$ cat config.mk
export PLATFORM = sky130hd
export DESIGN_NAME = jst_ram
export DESIGN_NICKNAME = d
export VERILOG_FILES = /design/src/hw/rtl/jst_ram.sv
export SDC_FILE = /design/constraint.sdc
export NUM_CORES = 1
export LEC_CHECK = 0
export BUFFER_PORTS_ARGS = -buffer_cell sky130_fd_sc_hd__buf_2
export CORE_UTILIZATION = 40
export DETAILED_ROUTE_END_ITERATION = 10
export GPL_ROUTABILITY_DRIVEN = 1
export PLACE_DENSITY_LB_ADDON = 0.1
export SETUP_SLACK_MARGIN = 0.2
export SKIP_LAST_GASP = 1
export SYNTH_ARGS = -nofsm -noshare
export SYNTH_HDL_FRONTEND = slang
export SYNTH_SLANG_ARGS = --single-unit
$ cat constraint.sdc
create_clock -name clk_i -period 3.21 [get_ports clk_i]
set_clock_uncertainty 0.15 [all_clocks]
set_input_delay 0.642 -clock clk_i [delete_from_list [all_inputs] [get_ports clk_i]]
set_output_delay 0.642 -clock clk_i [all_outputs]
set_load 0.005 [all_outputs]
$ cat src/hw/rtl/jst_ram.sv
// ----------------------------------------------------------------------------
// Generic single-port-write RAM
// One write port and one read port with registered read data.
// ----------------------------------------------------------------------------
module jst_ram #(
  parameter int unsigned Width = 8,
  parameter int unsigned Depth = 16
) (
  input  logic                     clk_i,
  input  logic                     we_i,
  input  logic [$clog2(Depth)-1:0] waddr_i,
  input  logic [Width-1:0]         wdata_i,
  input  logic [$clog2(Depth)-1:0] raddr_i,
  output logic [Width-1:0]         rdata_o
);

  logic [Width-1:0] mem_q [Depth];

  // Write and registered read.
  always_ff @(posedge clk_i) begin
    if (we_i) begin
      mem_q[waddr_i] <= wdata_i;
    end
    rdata_o <= mem_q[raddr_i];
  end

endmodule

==> summary.txt <==
STA
  • Unrepaired setup endpoints after global routing: false
  • Final Max Slew Viols: 0
  • Final Hold Fails: 0
  • Endpoints failing setup: 0
  • Sum Neg Setup Slack: 0 ns
  • Period utilisation layout: 64.60%
  • Clock period minus worst slack: 2.074 ns
  • Maximum clock rate: 482.2 MHz
  • Worst rel slew slack: 42.00%
  • Slew @ Worst Pin: 0.8667 ns

Worst setup path
  • Critical path class: input port to flop
  • Crit Path Max Fanout: 8
  • CP arrival: 1.95 ns
  • Crit-path cells: buf_2 > or3b_2 > nor2_1
  • Slowest stage delay, CP: 0.68 ns
  • R2r worst-path depth: 3
  • CP startpoint kind: input port
  • CP required: 3.09 ns
  • Slowest cell on crit path: nor2_1
  • Crit. End Element: flop

Run
  • Max-cap viol count: 0

Floorplan
  • Row cnt: 41
  • Die height: 115.4 um
  • I/O pin cnt: 26
  • Initial Util: 40.96%
  • Core box area: 12570 um^2
  • Die Wd: 115.4 um
  • Die area: 13330 um^2

Yosys
  • Seq/Total Area, Yosys: 77.78%
  • Synthesized instance count: 229
  • Post-Syn Nets: 247
  • Cell Area, Synth: 5147 um^2
  • Post-synthesis register bit count: 136
  • Yosys cell types: 19
  • Yosys warning count: 0
  • Post-synthesis area per instance: 22.48 um^2

Clock network
  • Num CTS Buffers: 17
  • Reg clk slew, reported paths: 0.06 ns
  • CTS tree: built
  • Worst skew pair latency: 0.42 ns
  • Maximum clock path buffer count: 2
  • # Post-CTS Setup Buffers: 0
  • Hold-fix buffers, CTS: 0
  • # resized after CTS: 0
  • CTS H-tree depth: 4
  • Clk sinks: 136
  • Root Driver: clkbuf_16

Drt
  • Via count: 2380
  • DRC: 0
  • Vias/cell: 5.107
  • DR iter-0 viols: 159
  • Post-DR wirelength/cell: 21.68 um
  • 1st-pass router iterations: 4
  • Final ANT Viol Nets: 0
  • WL final: 10.10 mm

Run status
  • Status: finished, final reports clean

Global routing
  • GRT Overall Usage: 17.37%
  • Vias in the first global route: 2476
  • Largest net degree at the start of global routing: 26
  • GR Overflow Total: 0
  • Initial antenna violation count: 0
  • First-pass GRT wire length: 15.35 mm

Worst hold path
  • Hold path depth: 1
  • HP Class: input port to flop

Place
  • Placer Congestion: 0.7034
  • DP Area: 5562 um^2
  • Hpwl dp: 6.288 mm
  • Cell count after placement: 434
  • IO buf count: 25

Power and ir drop
  • Leakage: 2.082 nW
  • Pwr dens: 664.3 nW/um^2
  • Worst-case vdd ir drop: 0.3210 mV

Layout
  • Most frequent cells in the layout: edfxtp_1, buf_2, mux4_2
  • Commonest non-fill, non-tap cell in the layout: edfxtp_1
  • Layout area overhead: 19.74%
  • Nets@finish: 299
  • Post-Layout Inst Area: 6163 um^2
  • Ant. Diodes: 0
  • Share of cells above drive strength 1: 31.97%
  • Final std cells w/o fill: 466
==> Yosys cell counts <==
| master | instances | area share [%] |
|---|---|---|
| and2b_1 | 1 | 0.15 |
| buf_2 | 3 | 0.29 |
| clkdlybuf4s25_2 | 3 | 0.58 |
| nand3_1 | 1 | 0.097 |
| nand2_1 | 9 | 0.66 |
| nor2_1 | 13 | 0.95 |
| and2_1 | 1 | 0.12 |
| mux4_1 | 14 | 7.1 |
| dfxtp_1 | 8 | 3.1 |
| a22oi_1 | 16 | 2.3 |
| nor2b_1 | 1 | 0.12 |
| or3b_2 | 1 | 0.17 |
| edfxtp_1 | 128 | 75 |
| nand2b_1 | 2 | 0.24 |
| mux4_2 | 18 | 7.9 |
| buf_6 | 3 | 0.66 |
| buf_4 | 1 | 0.15 |
| nand3b_1 | 2 | 0.29 |
| nor3_1 | 4 | 0.39 |
==> per-stage QoR <==
step                hold slack [ns]  util, %  power, mW  setup slack (ns)
floorplan                    0.4793        -      2.132            0.9251
detailed placement           0.5063    44.25      2.222            0.6823
finish                       0.4535    49.04      4.094             1.136
CTS                          0.4522    49.04      4.143             1.122
global route                 0.4649    49.04      4.235             1.086
global placement             0.5060    44.25      2.220            0.6572
==> per-layer routing <==
layer,up-vias,track usage (%),wire [um]
met5,-,0,0
met4,0,8.745,121
met3,11,4.759,318
met2,48,25.27,4864
met1,1243,24.16,4797
li1,1078,-,-
==> state kept, by name, summed over array words and instances, names as in the netlist <==
register,cells
mem_q,128
rdata_o,8
==> worst paths after layout <==
path / start / endpoint / slack [ns]
min reg2reg: mem_q[12][2] / rdata_o[2] / 0.52
max reg2reg: mem_q[0][6] / rdata_o[6] / 1.66
min: wdata_i[5] / mem_q[7][5] / 0.45
max: waddr_i[2] / mem_q[1][1] / 1.14
==> critical path: cells and delay by family <==
kind,cells,cell delay [ns]
AND/OR/NAND/NOR,2,1.19
buffers and inverters,1,0.12
==> where the power goes <==
| group | leakage (nW) | switching [mW] | internal, mW | total, mW |
|---|---|---|---|---|
| sequential | 1.22 | 0.0110 | 1.99 | 2.00 |
| clock | 0.283 | 0.695 | 1.22 | 1.92 |
| combinational | 0.575 | 0.103 | 0.0793 | 0.182 |
| total | 2.08 | 0.809 | 3.29 | 4.09 |
==> cell type report <==
type | count | area, um^2
repair buffers | 43 | 285.3
fillers | 1041 | 6405
clock buffers | 21 | 480.5
clock inverters | 11 | 121.4
flip-flops and latches | 136 | 4004
well taps | 172 | 215.2
multi-input cells | 83 | 1057
==> kinds of logic after synthesis <==
logic type,share of synthesized area (%)
buffers and inverters,1.677
AND/OR/NAND/NOR,3.184
multiplexers,15.02
AO/OA/AOI/OAI,2.334
flip-flops,77.78
(Power assumes the default switching activity.)
